**config.mk**
```make
export PLATFORM = sky130hd
export DESIGN_NAME = loop_flag_register_engine_top
export DESIGN_NICKNAME = d
export VERILOG_FILES = /design/src/rtl/lfre_pkg.sv /design/src/rtl/loop_flag_register_engine_top.sv
export SDC_FILE = /design/constraint.sdc
export NUM_CORES = 1
export LEC_CHECK = 0
export BUFFER_PORTS_ARGS = -buffer_cell sky130_fd_sc_hd__buf_2
export CORE_ASPECT_RATIO = 0.8
export CORE_MARGIN = 2
export CORE_UTILIZATION = 45
export CTS_BUF_LIST = sky130_fd_sc_hd__clkbuf_8
export CTS_CLUSTER_DIAMETER = 40
export DETAILED_ROUTE_END_ITERATION = 7
export GPL_ROUTABILITY_DRIVEN = 0
export PLACE_DENSITY_LB_ADDON = 0.05
export SLEW_MARGIN = 10
export SYNTH_ARGS = -nofsm -noshare
export SYNTH_HDL_FRONTEND = slang
export SYNTH_SLANG_ARGS = --single-unit
```
**constraint.sdc**
```tcl
create_clock -name clk_i -period 8.5 [get_ports clk_i]
set_clock_uncertainty 0.2 [all_clocks]
set_input_delay 1.7 -clock clk_i [delete_from_list [all_inputs] [get_ports clk_i]]
set_output_delay 1.7 -clock clk_i [all_outputs]
set_load 0.01 [all_outputs]
```
**src/rtl/lfre_pkg.sv**
```systemverilog
// ----------------------------------------------------------------------------
// lfre_pkg: loop flag register engine package
// Field widths, operation codes, register indexes and controller states.
// ----------------------------------------------------------------------------
package lfre_pkg;

  localparam int unsigned IndexW   = 4;
  localparam int unsigned UpdOpW   = 3;
  localparam int unsigned OperandW = 14;
  localparam int unsigned CmpOpW   = 3;
  localparam int unsigned ValueW   = 14;

  // input tdata: flag_index, update_op, indirect, operand, compare_op, ref_value
  localparam int unsigned InDataW  = 40;
  // output tdata: jump_taken, flag_value
  localparam int unsigned OutDataW = 16;

  localparam int unsigned CfgIndexW = 1;

  localparam logic [CfgIndexW-1:0] CFG_FLAGS_ENABLED    = 1'd0;
  localparam logic [CfgIndexW-1:0] CFG_LOOPING_DISABLED = 1'd1;

  typedef enum logic {
    ACT_UPDATE = 1'b0,
    ACT_CHECK  = 1'b1
  } action_e;

  typedef enum logic [UpdOpW-1:0] {
    UPD_SET = 3'd0,
    UPD_ADD = 3'd1,
    UPD_SUB = 3'd2,
    UPD_INC = 3'd3,
    UPD_DEC = 3'd4
  } upd_op_e;

  typedef enum logic [CmpOpW-1:0] {
    CMP_NONE = 3'd0,
    CMP_EQ   = 3'd1,
    CMP_NE   = 3'd2,
    CMP_GT   = 3'd3,
    CMP_GE   = 3'd4,
    CMP_LT   = 3'd5,
    CMP_LE   = 3'd6
  } cmp_op_e;

  typedef enum logic {
    S_IDLE = 1'b0,
    S_EXEC = 1'b1
  } state_e;

endpackage

```
**src/rtl/loop_flag_register_engine_top.sv**
```systemverilog
// ----------------------------------------------------------------------------
// loop_flag_register_engine_top
// Flag file with saturating updates and loop condition checks.
// ----------------------------------------------------------------------------
// channel   direction  handshake                    payload
// s_axis    in         s_axis_tvalid/s_axis_tready  tuser action, tdata item fields
// m_axis    out        m_axis_tvalid/m_axis_tready  tdata jump_taken, flag_value
// cfg       in         cfg_valid_i/cfg_ready_o      cfg_index_i, cfg_data_i
//
// in each transaction the accept edge issues the flag memory
// reads (target and indirect operand), the next cycle computes and writes back.
// the next item is accepted only after write back, back in idle, so reads never see stale data.
// reset clears the per-entry valid bits at once; no clearing pass is run.
// a result waits in the output register; a stalled output holds the input off
// only when a new result would have nowhere to go.
// ----------------------------------------------------------------------------
module loop_flag_register_engine_top
  import lfre_pkg::*;
#(
  parameter int unsigned FLAG_COUNT = 16,
  parameter int unsigned FLAG_MAX   = 9999
) (
  input  logic                 clk_i,
  input  logic                 rst_ni,

  input  logic                 s_axis_tvalid,
  output logic                 s_axis_tready,
  // [3:0] flag_index, [6:4] update_op, [7] indirect, [21:8] operand,
  // [24:22] compare_op, [38:25] ref_value, [39] zero
  input  logic [InDataW-1:0]   s_axis_tdata,
  // [0] action
  input  logic                 s_axis_tuser,

  output logic                 m_axis_tvalid,
  input  logic                 m_axis_tready,
  // [0] jump_taken, [14:1] flag_value, [15] zero
  output logic [OutDataW-1:0]  m_axis_tdata,

  input  logic                 cfg_valid_i,
  output logic                 cfg_ready_o,
  input  logic [CfgIndexW-1:0] cfg_index_i,
  input  logic                 cfg_data_i
);

  localparam int unsigned IDX_W = (FLAG_COUNT > 1) ? $clog2(FLAG_COUNT) : 1;
  localparam int unsigned VAL_W = $clog2(FLAG_MAX + 1);

  function automatic logic [IDX_W-1:0] clip_idx(input logic [OperandW-1:0] v);
    if (32'(v) >= FLAG_COUNT) begin
      return IDX_W'(FLAG_COUNT - 1);
    end
    return IDX_W'(v);
  endfunction

  function automatic logic [VAL_W-1:0] clip_val(input logic [OperandW-1:0] v);
    if (32'(v) >= FLAG_MAX) begin
      return VAL_W'(FLAG_MAX);
    end
    return VAL_W'(v);
  endfunction

  // configuration
  logic flags_en_q, loop_dis_q;

  assign cfg_ready_o = 1'b1;

  always_ff @(posedge clk_i or negedge rst_ni) begin
    if (!rst_ni) begin
      flags_en_q <= 1'b0;
      loop_dis_q <= 1'b0;
    end else if (cfg_valid_i && cfg_ready_o) begin
      case (cfg_index_i)
        CFG_FLAGS_ENABLED:    flags_en_q <= cfg_data_i;
        CFG_LOOPING_DISABLED: loop_dis_q <= cfg_data_i;
        default: ;
      endcase
    end
  end

  // controller
  state_e state_q, state_d;
  logic   in_acc;
  logic   out_valid_q;

  assign in_acc = s_axis_tvalid && s_axis_tready;

  always_comb begin
    state_d       = state_q;
    s_axis_tready = 1'b0;
    case (state_q)
      S_IDLE: begin
        s_axis_tready = !out_valid_q || m_axis_tready;
        if (s_axis_tvalid && s_axis_tready) begin
          state_d = S_EXEC;
        end
      end
      S_EXEC: begin
        state_d = S_IDLE;
      end
      default: begin
        state_d = S_IDLE;
      end
    endcase
  end

  always_ff @(posedge clk_i or negedge rst_ni) begin
    if (!rst_ni) begin
      state_q <= S_IDLE;
    end else begin
      state_q <= state_d;
    end
  end

  // item capture
  action_e          act_q;
  upd_op_e          upd_q;
  cmp_op_e          cmp_q;
  logic             indir_q;
  logic [IDX_W-1:0] tgt_q;
  logic [VAL_W-1:0] imm_q, ref_q;
  logic [IDX_W-1:0] rd_a, rd_b;

  assign rd_a = clip_idx(OperandW'(s_axis_tdata[3:0]));
  assign rd_b = clip_idx(s_axis_tdata[21:8]);

  always_ff @(posedge clk_i) begin
    if (in_acc) begin
      act_q   <= action_e'(s_axis_tuser);
      tgt_q   <= rd_a;
      upd_q   <= upd_op_e'(s_axis_tdata[6:4]);
      indir_q <= s_axis_tdata[7];
      imm_q   <= clip_val(s_axis_tdata[21:8]);
      cmp_q   <= cmp_op_e'(s_axis_tdata[24:22]);
      ref_q   <= clip_val(s_axis_tdata[38:25]);
    end
  end

  // flag memory, two registered read ports and one write port
  logic [VAL_W-1:0]      flag_mem [FLAG_COUNT];
  logic [FLAG_COUNT-1:0] vld_q;
  logic [VAL_W-1:0]      rd_a_q, rd_b_q;
  logic                  rd_a_vld_q, rd_b_vld_q;
  logic                  mem_we;
  logic [VAL_W-1:0]      wr_data;

  always_ff @(posedge clk_i) begin
    if (mem_we) begin
      flag_mem[tgt_q] <= wr_data;
    end
    if (in_acc) begin
      rd_a_q <= flag_mem[rd_a];
      rd_b_q <= flag_mem[rd_b];
    end
  end

  // entries never written read as zero
  always_ff @(posedge clk_i or negedge rst_ni) begin
    if (!rst_ni) begin
      vld_q      <= '0;
      rd_a_vld_q <= 1'b0;
      rd_b_vld_q <= 1'b0;
    end else begin
      if (mem_we) begin
        vld_q[tgt_q] <= 1'b1;
      end
      if (in_acc) begin
        rd_a_vld_q <= vld_q[rd_a];
        rd_b_vld_q <= vld_q[rd_b];
      end
    end
  end

  // modify
  logic [VAL_W-1:0] cur, arg, new_val;
  logic [VAL_W:0]   sum;
  logic             cond, jump;

  always_comb begin
    cur     = rd_a_vld_q ? rd_a_q : '0;
    arg     = indir_q ? (rd_b_vld_q ? rd_b_q : '0) : imm_q;
    sum     = {1'b0, cur} + {1'b0, arg};
    new_val = cur;
    case (upd_q)
      UPD_SET: new_val = arg;
      UPD_ADD: new_val = (sum > (VAL_W + 1)'(FLAG_MAX)) ? VAL_W'(FLAG_MAX) : sum[VAL_W-1:0];
      UPD_SUB: new_val = (cur >= arg) ? cur - arg : '0;
      UPD_INC: new_val = (cur >= VAL_W'(FLAG_MAX)) ? VAL_W'(FLAG_MAX) : cur + 1'b1;
      UPD_DEC: new_val = (cur != '0) ? cur - 1'b1 : '0;
      default: new_val = cur;
    endcase

    case (cmp_q)
      CMP_EQ:  cond = cur == ref_q;
      CMP_NE:  cond = cur != ref_q;
      CMP_GT:  cond = cur >  ref_q;
      CMP_GE:  cond = cur >= ref_q;
      CMP_LT:  cond = cur <  ref_q;
      CMP_LE:  cond = cur <= ref_q;
      default: cond = 1'b1;
    endcase

    mem_we  = (state_q == S_EXEC) && (act_q == ACT_UPDATE) && flags_en_q && !loop_dis_q;
    wr_data = new_val;
    jump    = (act_q == ACT_CHECK) && !loop_dis_q && (!flags_en_q || cond);
  end

  // output register
  logic [OutDataW-1:0] out_data_q;

  always_ff @(posedge clk_i or negedge rst_ni) begin
    if (!rst_ni) begin
      out_valid_q <= 1'b0;
    end else if (state_q == S_EXEC) begin
      out_valid_q <= 1'b1;
    end else if (m_axis_tready) begin
      out_valid_q <= 1'b0;
    end
  end

  always_ff @(posedge clk_i) begin
    if (state_q == S_EXEC) begin
      out_data_q <= {1'b0, ValueW'(mem_we ? new_val : cur), jump};
    end
  end

  assign m_axis_tvalid = out_valid_q;
  assign m_axis_tdata  = out_data_q;

`ifndef NO_ASSERTIONS
  a_acc_to_exec: assert property (@(posedge clk_i) disable iff (!rst_ni)
    in_acc |=> state_q == S_EXEC)
    else $error("accepted item did not enter execute");

  a_exec_result: assert property (@(posedge clk_i) disable iff (!rst_ni)
    state_q == S_EXEC |=> m_axis_tvalid)
    else $error("execute cycle produced no result");

  a_we_in_exec: assert property (@(posedge clk_i) disable iff (!rst_ni)
    mem_we |-> state_q == S_EXEC && !loop_dis_q)
    else $error("flag write outside execute");

  a_wr_bound: assert property (@(posedge clk_i) disable iff (!rst_ni)
    mem_we |-> 32'(wr_data) <= FLAG_MAX)
    else $error("flag write above maximum");

  a_no_overrun: assert property (@(posedge clk_i) disable iff (!rst_ni)
    state_q == S_EXEC |-> !out_valid_q || $past(m_axis_tready))
    else $error("result overwrote a pending one");
`endif

endmodule
```
-- Word level (Yosys, flattened, before mapping)
Memory sizes are Yosys's and may differ from the RTL's. A register that Yosys moved wholly into a read port is not among the register bits.
Index checks and enable logic that the tools add are counted.
- register bits after elaboration: 77
- latch bits: 0
- bits in writable memories: 224
- memory bits (read-only): 0
- output and inout port bits: 19
- memories: 1
- $add $sub $neg: 4
- $mul: 0
- div/mod/pow operators: 0
- $lt $le $gt $ge: 14
- eq/ne operators: 12
- shift-type cells: 0
- muxes and demuxes: 34
- bitwise gates (word level): 4
- reductions and logical operators: 18
- memory list (name ; words ; bits a word ; rd ports ; clocked after memory_dff ; write ports ; line ; text):
    flag_mem ; 16 ; 14 ; 2 ; 2 ; 1 ; loop_flag_register_engine_top.sv:139 ; logic [VAL_W-1:0] flag_mem [FLAG_COUNT];
- operators with widths (operator ; count):
    $mux W14 ; 12
    $pmux W14 S5 ; 1
    $ge A14 B14 Y1 const B ; 3
    $ge A14 B14 Y1 ; 2
    $or A16 B16 Y16 ; 1
    $add A14 B14 Y15 ; 1
    $gt A15 B14 Y1 const B ; 1
    $lt A4 B5 Y1 const B ; 3
    $add A14 B1 Y14 const B ; 1
    $eq A14 B14 Y1 ; 1
    $ge A14 B5 Y1 const B ; 1
    $gt A14 B14 Y1 ; 1
    $le A14 B14 Y1 ; 1
    $lt A14 B14 Y1 ; 1
    $mux W1 ; 14
    $ne A14 B14 Y1 ; 1
    $reduce_bool A14 Y1 ; 1
    $sub A14 B1 Y14 const B ; 1
    $sub A14 B14 Y14 ; 1
    $eq A3 B2 Y1 const B ; 4
    $eq A3 B3 Y1 const B ; 4
    $bmux W1 S4 ; 2
    $logic_and A1 B1 Y1 ; 8
    $mux W4 ; 2
    other kinds (11) ; 18

-- Longest topological paths before layout
Gate-level depths: netlist (run 1).
- word-level depth: 7
- mapped depth: 17
- depth with buffers taken out: 14

-- Worst setup path before layout (run 1)
OpenSTA, ideal clock, no wires.
- path kind: register to register
- start point: reg rd_a_vld_q
- end point: mem flag_mem[0][1] (netlist bit), data pin
- data arrival time: 4076 ps
- data required time: 8009 ps
- path slack: 3933 ps
- stages on the path, launching flop included: 17
- cell sequence: dfrtp_1 -> buf_4 -> buf_2 -> clkbuf_1 -> nand2_1 -> inv_1 -> ha_1 -> fa_1 -> a211oi_2 -> o21ai_1 -> and3_1 -> or4_1 -> o21ai_0 -> a211oi_2 -> o31ai_4 -> nor2_1 -> a21oi_1
- longest elaborated chain between the ends: 5
- RTL lines (what ; line ; text):
    start, declared ; loop_flag_register_engine_top.sv:142 ; logic rd_a_vld_q, rd_b_vld_q;
    start signal, assigned ; loop_flag_register_engine_top.sv:167 ; rd_a_vld_q <= vld_q[rd_a];
    $mux W14 * ; loop_flag_register_engine_top.sv:179 ; cur = rd_a_vld_q ? rd_a_q : '0;
    $add A14 B14 Y15 ; loop_flag_register_engine_top.sv:181 ; sum = {1'b0, cur} + {1'b0, arg};
    $gt A15 B14 Y1 ; loop_flag_register_engine_top.sv:185 ; UPD_ADD: new_val = (sum > (VAL_W + 1)'(FLAG_MAX)) ? VAL_W'(FLAG_MAX) : sum[VAL_W-1:0];
    $mux W14 ; loop_flag_register_engine_top.sv:185 ;
    $pmux W14 S5 * ; loop_flag_register_engine_top.sv:183 ; case (upd_q)
    named net new_val[1] ; loop_flag_register_engine_top.sv:174 ; logic [VAL_W-1:0] cur, arg, new_val;
    end, declared ; loop_flag_register_engine_top.sv:139 ;
The timed path passes the listed nets; every way through them passes the cells marked *.

-- Worst setup path in the final report (run 1)
- start point: reg indir_q
- end point: mem flag_mem[13][10] (netlist bit), data pin
- longest elaborated chain between the ends: 5
- RTL lines (what ; line ; text):
    start, declared ; loop_flag_register_engine_top.sv:118 ; logic indir_q;
    start signal, assigned ; loop_flag_register_engine_top.sv:131 ; indir_q <= s_axis_tdata[7];
    $mux W14 * ; loop_flag_register_engine_top.sv:180 ; arg = indir_q ? (rd_b_vld_q ? rd_b_q : '0) : imm_q;
    $add A14 B14 Y15 ; loop_flag_register_engine_top.sv:181 ;
    $gt A15 B14 Y1 ; loop_flag_register_engine_top.sv:185 ;
    $mux W14 ; loop_flag_register_engine_top.sv:185 ;
    $pmux W14 S5 * ; loop_flag_register_engine_top.sv:183 ;
    named net new_val[10] ; loop_flag_register_engine_top.sv:174 ;
Marked as above.

==> run metrics, run 1 <==
status finished, final reports clean; worst r2r dst flag_mem[13][10]; fraction of layout cells with a size suffix above 1 21.84%; Post-Place Setup Slack 2.591 ns; row count 65; full die area 41460 um2; Fillers 3485; DRT Wirelength 56650 um; Clock Pin Slew Worst Setup and Hold Paths 0.06 ns; Crit Path Category register to register; RSZ-0062 raised after global routing false; Hold Path Depth 1; H-tree depth 2; Pwr Density 203.3 nW/um2; CP required 8.55 ns; R2R cell count 13; Max Clock Freq 0.1668 GHz; worst-skew pair later-pin latency 0.64 ns; Synth top area share 51.42%; Leakage 7.294 nW; total core area 39360 um2; die span in y 182.5 um; final worst-path setup slack 2.504 ns; die width 227.2 um; Final ANT Viol Nets 0; clock sinks 329; gr ovfl total 0; syn_nets 1467; Yosys cell types 93; Yosys warning count 0; worst-case clock buffer depth 3; setup TNS 0 ns; Startpoint Class register; worst hold slack 0.2902 ns; CTS tree done; DPL Wire Length 36260 um; leading cell type in the layout, fill and taps excluded edfxtp_1; Num CTS Buffers 54; sequential area share after synthesis 54.49%; GRT Total Usage 27.41%; Yosys top cell by area edfxtp_1; Worst EP arrival 6.04 ns; Final Max Slew Viols 0; R2R setup slack 2.50 ns; Port Buf Inserts 63; average wire per standard cell 27.99 um; Worst Max-Slew Pin Slew 1.233 ns; hold crit path type register to register; root buf cell clkbuf_8; synthesized flop and latch total 329; total number of vias 12620; initial antenna violation count 0; EDFF count, synth 307; final core occ 50.86%; DP Area 18940 um2; post-route DRC violation count 0; I/O pin count 67; first-pass GRT wire length 81420 um; Slew Limit Headroom 17.35%; post-CTS setup buffer count 0; number of diodes 0; CP Capture Type register; Area contributors post-synth edfxtp_1 (51%), mux4_2 (9.4%), mux2i_1 (4.9%); vias in the first global route 12450; syn avg cell area 13.05 um2; Final min period 5.996 ns; Resized cells post-CTS 0; Post-Syn Instances 1374; Crit Path Max Fanout 16; Final period util 70.54%; drt via density 6.233; final setup vio count 0; worst min-delay path startpoint vld_q[11]; max-cap violations 0; most frequent cells in the layout edfxtp_1 (307), nand2_1 (92), inv_1 (88); initial core utilization 45.55%; Hold Path Sink vld_q[11]; Nets 1536; Final Hold Fails 0; Worst VDD drop 0.1532 mV; post-synthesis async set-or-reset flop share 6.687%; reg2reg start indir_q; fin area 20020 um2; First DRT Iteration DRCs 1457; CTS Hold Bufs 0; largest net degree at the start of global routing 71; Mapped Area 17930 um2; drt pass-1 iters 7; Most used DFF post-synth edfxtp_1; Layout area overhead 11.65%
==> sequential cells by signal (all words and copies together) (netlist names) <==
register / cells
act_q: 1
cmp_q: 3
flag_mem: 224
flags_en_q: 1
imm_q: 14
indir_q: 1
loop_dis_q: 1
m_axis_tdata: 15
m_axis_tvalid: 1
rd_a_q: 14
rd_a_vld_q: 1
rd_b_q: 14
rd_b_vld_q: 1
ref_q: 14
state_q: 1
tgt_q: 4
upd_q: 3
vld_q: 16
==> worst max path at each step <==
| stage | end | start |
|---|---|---|
| finish | flag_mem[13][10] | indir_q |
| global route | flag_mem[6][8] | indir_q |
| CTS | flag_mem[11][6] | indir_q |
| detailed placement | flag_mem[10][10] | indir_q |
| global placement | flag_mem[8][10] | indir_q |
| floorplan | flag_mem[0][1] | rd_a_vld_q |
==> critical path, cell delays in order (launching register included) <==
cell and delay [ns]:
edfxtp_1 0.64, and2_1 0.47, nand2_1 0.13, o21ai_0 0.28, fa_1 0.59, a211oi_2 0.41
o21ai_1 0.21, and3_1 0.25, or4_1 0.49, o21ai_0 0.22, a211oi_2 0.15, o31ai_4 0.47
nor2_1 0.15, a21oi_1 0.93
==> per-layer routing <==
layer | wire [um] | vias up | part of all wire, % | global-route usage (%)
li1 | - | 5567 | - | -
met2 | 23830 | 634 | 42 | 39.10
met1 | 25730 | 6322 | 45 | 41.32
met4 | 1523 | 0 | 2.7 | 8.052
met5 | 0 | - | 0 | 0
met3 | 5571 | 93 | 9.8 | 6.617
==> stage by stage <==
stage          cells  power [mW]
2_1_floorplan   1374       2.463
3_3_place_gp    1923       2.700
3_5_place_dp    1923       2.704
4_1_cts         2024       4.084
5_1_grt         2024       4.230
6_report        2024       4.070
==> cell usage after synthesis (all sizes together), types with 7 or more instances <==
cell / number
inv: 72
a21o: 9
nand2: 92
ha: 43
nand3: 52
dfrtp: 22
a211oi: 13
xnor2: 22
nor2b: 13
a22o: 26
nand2b: 25
edfxtp: 307
mux4: 75
clkbuf: 60
or2: 18
and2: 17
o21ai: 36
o31ai: 10
o22ai: 8
a221oi: 10
o221ai: 34
nand4: 13
nor3: 12
a22oi: 11
buf: 26
mux2i: 87
or3: 8
o211ai: 29
nor4: 8
mux2: 7
a21oi: 59
nor2: 53
==> cell families after synthesis <==
kind of cell	after synthesis	synth area share, %
flip-flops	329	54.49
AND/OR/NAND/NOR	334	9.477
buffers and inverters	158	3.524
adder cells (fa/ha/maj)	46	3.280
XOR/XNOR	28	1.368
AO/OA/AOI/OAI	308	13.10
multiplexers	169	14.72
other	2	0.04189
==> layout make-up <==
type / count / area (um2) / share of cell area [%]
tap: 536 / 670.6 / 3.350
sequential: 329 / 9769 / 48.80
multi-input combinational: 887 / 7647 / 38.20
timing repair buffer: 99 / 590.6 / 2.950
clock buffer: 57 / 784.5 / 3.919
clock inverter: 44 / 285.3 / 1.425
inverter: 72 / 270.3 / 1.350
==> power by group <==
group	internal [mW]	total [mW]	leakage (nW)	switching (mW)
logic	0.267	0.761	3.58	0.494
clock network	0.718	1.38	0.598	0.659
registers	1.88	1.93	3.11	0.0466
Power figures use the tool's default switching activity.
==> inputs of run 2 (changes only) <==
==> constraint.sdc (replaced) <==
create_clock -name clk_i -period 5.1 [get_ports clk_i]
set_clock_uncertainty 0.2 [all_clocks]
set_input_delay 1.02 -clock clk_i [delete_from_list [all_inputs] [get_ports clk_i]]
set_output_delay 1.02 -clock clk_i [all_outputs]
set_load 0.01 [all_outputs]
==> run 2 against run 1 <==
Against the previous run: largest power group unchanged; final cell count grew 3.1%; hold slack got worse by 0.13 ns; sequential power rose by 66%; setup slack worse by 2.2 ns; sequential cell count stayed put; critical endpoint is now m_axis_tdata[1]; global-route usage grew 0.13 points; total power rose by 78%; clock-buffer cell count grew 4; combinational power rose by 81%; wire length shrank 0.71%; clock power increased by 92%; critical path depth is 1 higher.
==> run metrics, run 2 (synthesized netlist as in run 1, its figures left out) <==
gr ovfl total 0; largest reg by FF count flag_mem; total core area 39360 um2; Final period util 94.14%; initial core utilization 45.55%; die span in y 182.5 um; R2R setup slack 0.30 ns; First DRT Iteration DRCs 1464; Worst Max-Slew Pin Slew 1.068 ns; drt via density 6.233; Pint 5.185 mW; Fillers 3427; Final Hold Fails 0; Sw Pwr 2.054 mW; Worst VDD drop 0.2264 mV; Crit Path Category register to register; row count 65; initial antenna violation count 1; post-route DRC violation count 0; Largest register FFs 224; RSZ-0062 raised after global routing false; final setup vio count 0; register area 9769 um2; first-pass GRT wire length 82790 um; Worst EP arrival 4.87 ns; most frequent cells in the layout edfxtp_1 (307), buf_4 (96), nand2_1 (92); worst-skew pair later-pin latency 0.63 ns; Final Max Slew Viols 0; status finished, final reports clean; Num CTS Buffers 55; hold crit path type input port to asynchronous set/reset pin; Sw Ratio 28.38%; DRT Wirelength 56250 um; worst r2r dst m_axis_tdata[1]; drt pass-1 iters 6; GRT Total Usage 27.54%; total number of vias 13000; CTS tree done; Final ANT Viol Nets 0; max-cap violations 0; dpl cells 1982; leading cell type in the layout, fill and taps excluded edfxtp_1; average wire per standard cell 26.96 um; clock sinks 329; Nets 1597; Layout area overhead 15.26%; post-CTS setup buffer count 0; reg2reg start indir_q; Crit Path Max Fanout 10; H-tree depth 2; setup TNS 0 ns; root buf cell clkbuf_8; largest net degree at the start of global routing 71; Final min period 4.801 ns; CP Capture Type register; Logic pwr share 19.0%; sequential share of power 44.4%; Max Clock Freq 0.2083 GHz; R2R cell count 14; area of the multi-input gates 7636 um2; number of diodes 0; Port Buf Inserts 63; worst-case clock buffer depth 3; Startpoint Class register; CP required 5.17 ns; die width 227.2 um; vias in the first global route 12510; fraction of layout cells with a size suffix above 1 25.81%; Clock power frac 36.6%; Post-Layout Cell Count 2086; DPL Wire Length 37980 um; Slew Limit Headroom 28.21%; I/O pin count 67; Clock Pin Slew Worst Setup and Hold Paths 0.07 ns; Pwr Density 350.3 nW/um2; Leakage 7.676 nW; full die area 41460 um2
run 2: changes by cell type in the layout (fill, tap and decap cells not counted), sizes merged:
| cell | change |
|---|---|
| clkbuf | +4 |
| inv | -7 |
| clkinv | -1 |
| buf | +60 |
| clkinvlp | +1 |
| bufinv | +5 |
run 2: cell type report:
type	count	share of cell area, %
Sequential cell	329	47.28
Clock inverter	42	1.992
Multi-Input combinational cell	887	36.95
Timing Repair Buffer	159	5.159
Inverter	72	1.308
Clock buffer	61	4.063
Tap cell	536	3.246
run 2: power by group through the flow:
| stage | combinational (mW) | clock [mW] | sequential [mW] |
|---|---|---|---|
| 2_1_floorplan | 0.857 | 0 | 3.25 |
| 3_3_place_gp | 1.33 | 0 | 3.27 |
| 3_5_place_dp | 1.34 | 0 | 3.27 |
| 4_1_cts | 1.34 | 2.70 | 3.21 |
| 5_1_grt | 1.48 | 2.84 | 3.22 |
| 6_report | 1.38 | 2.65 | 3.21 |
run 2: through the flow:
stage          instance area, um2  util, %  hold slack (ns)  worst slack (ns)  power, mW
2_1_floorplan               17930        -           0.2486            0.5331      4.104
3_3_place_gp                19390    49.25           0.2727            0.1161      4.595
3_5_place_dp                19390    49.25           0.2743           0.04909      4.604
4_1_cts                     20640    52.44           0.1492           0.02358      7.251
5_1_grt                     20660    52.50           0.1721           0.03739      7.534
6_report                    20660    52.50           0.1616            0.2989      7.239
run 2: repair_timing:
action                                  in CTS  in global routing
pin swaps                                    0                  0
hold buffers                                 0                  0
gates resized for setup                      1                  2
endpoints found under the hold margin        0                  0
cloned                                       0                  0
endpoints found under the setup margin      16                 18
run 2: metal layers:
metal  global-route usage, %  up-vias  wire length [um]
met2                   38.01      636             23190
met3                   7.760       80              5833
li1                        -     5675                 -
met5                       0        -                 0
met4                   6.850        0              1154
met1                   42.44     6610             26070
run 2: worst max-delay path by stage:
stage / slack, ns / startpoint / depth (start not counted) / endpoint
final: 0.30 / indir_q / 14 / m_axis_tdata[1]
after detailed placement: 0.05 / indir_q / 15 / flag_mem[1][13]
after CTS: 0.02 / indir_q / 14 / flag_mem[5][8]
after global placement: 0.12 / indir_q / 14 / flag_mem[14][8]
after floorplan: 0.53 / rd_a_vld_q / 16 / flag_mem[0][1]
after global routing: 0.04 / indir_q / 14 / flag_mem[4][9]
run 2: critical path: stages, from the launching register on:
cell	delay [ns]
edfxtp_1	0.50
and2_1	0.27
buf_4	0.20
a21oi_1	0.26
inv_1	0.08
ha_1	0.48
nor4_1	0.09
buf_4	0.16
a2111oi_0	0.58
nand4_1	0.26
a31oi_2	0.35
buf_4	0.24
a21oi_1	0.09
a2111oi_2	0.37
a22oi_1	0.31
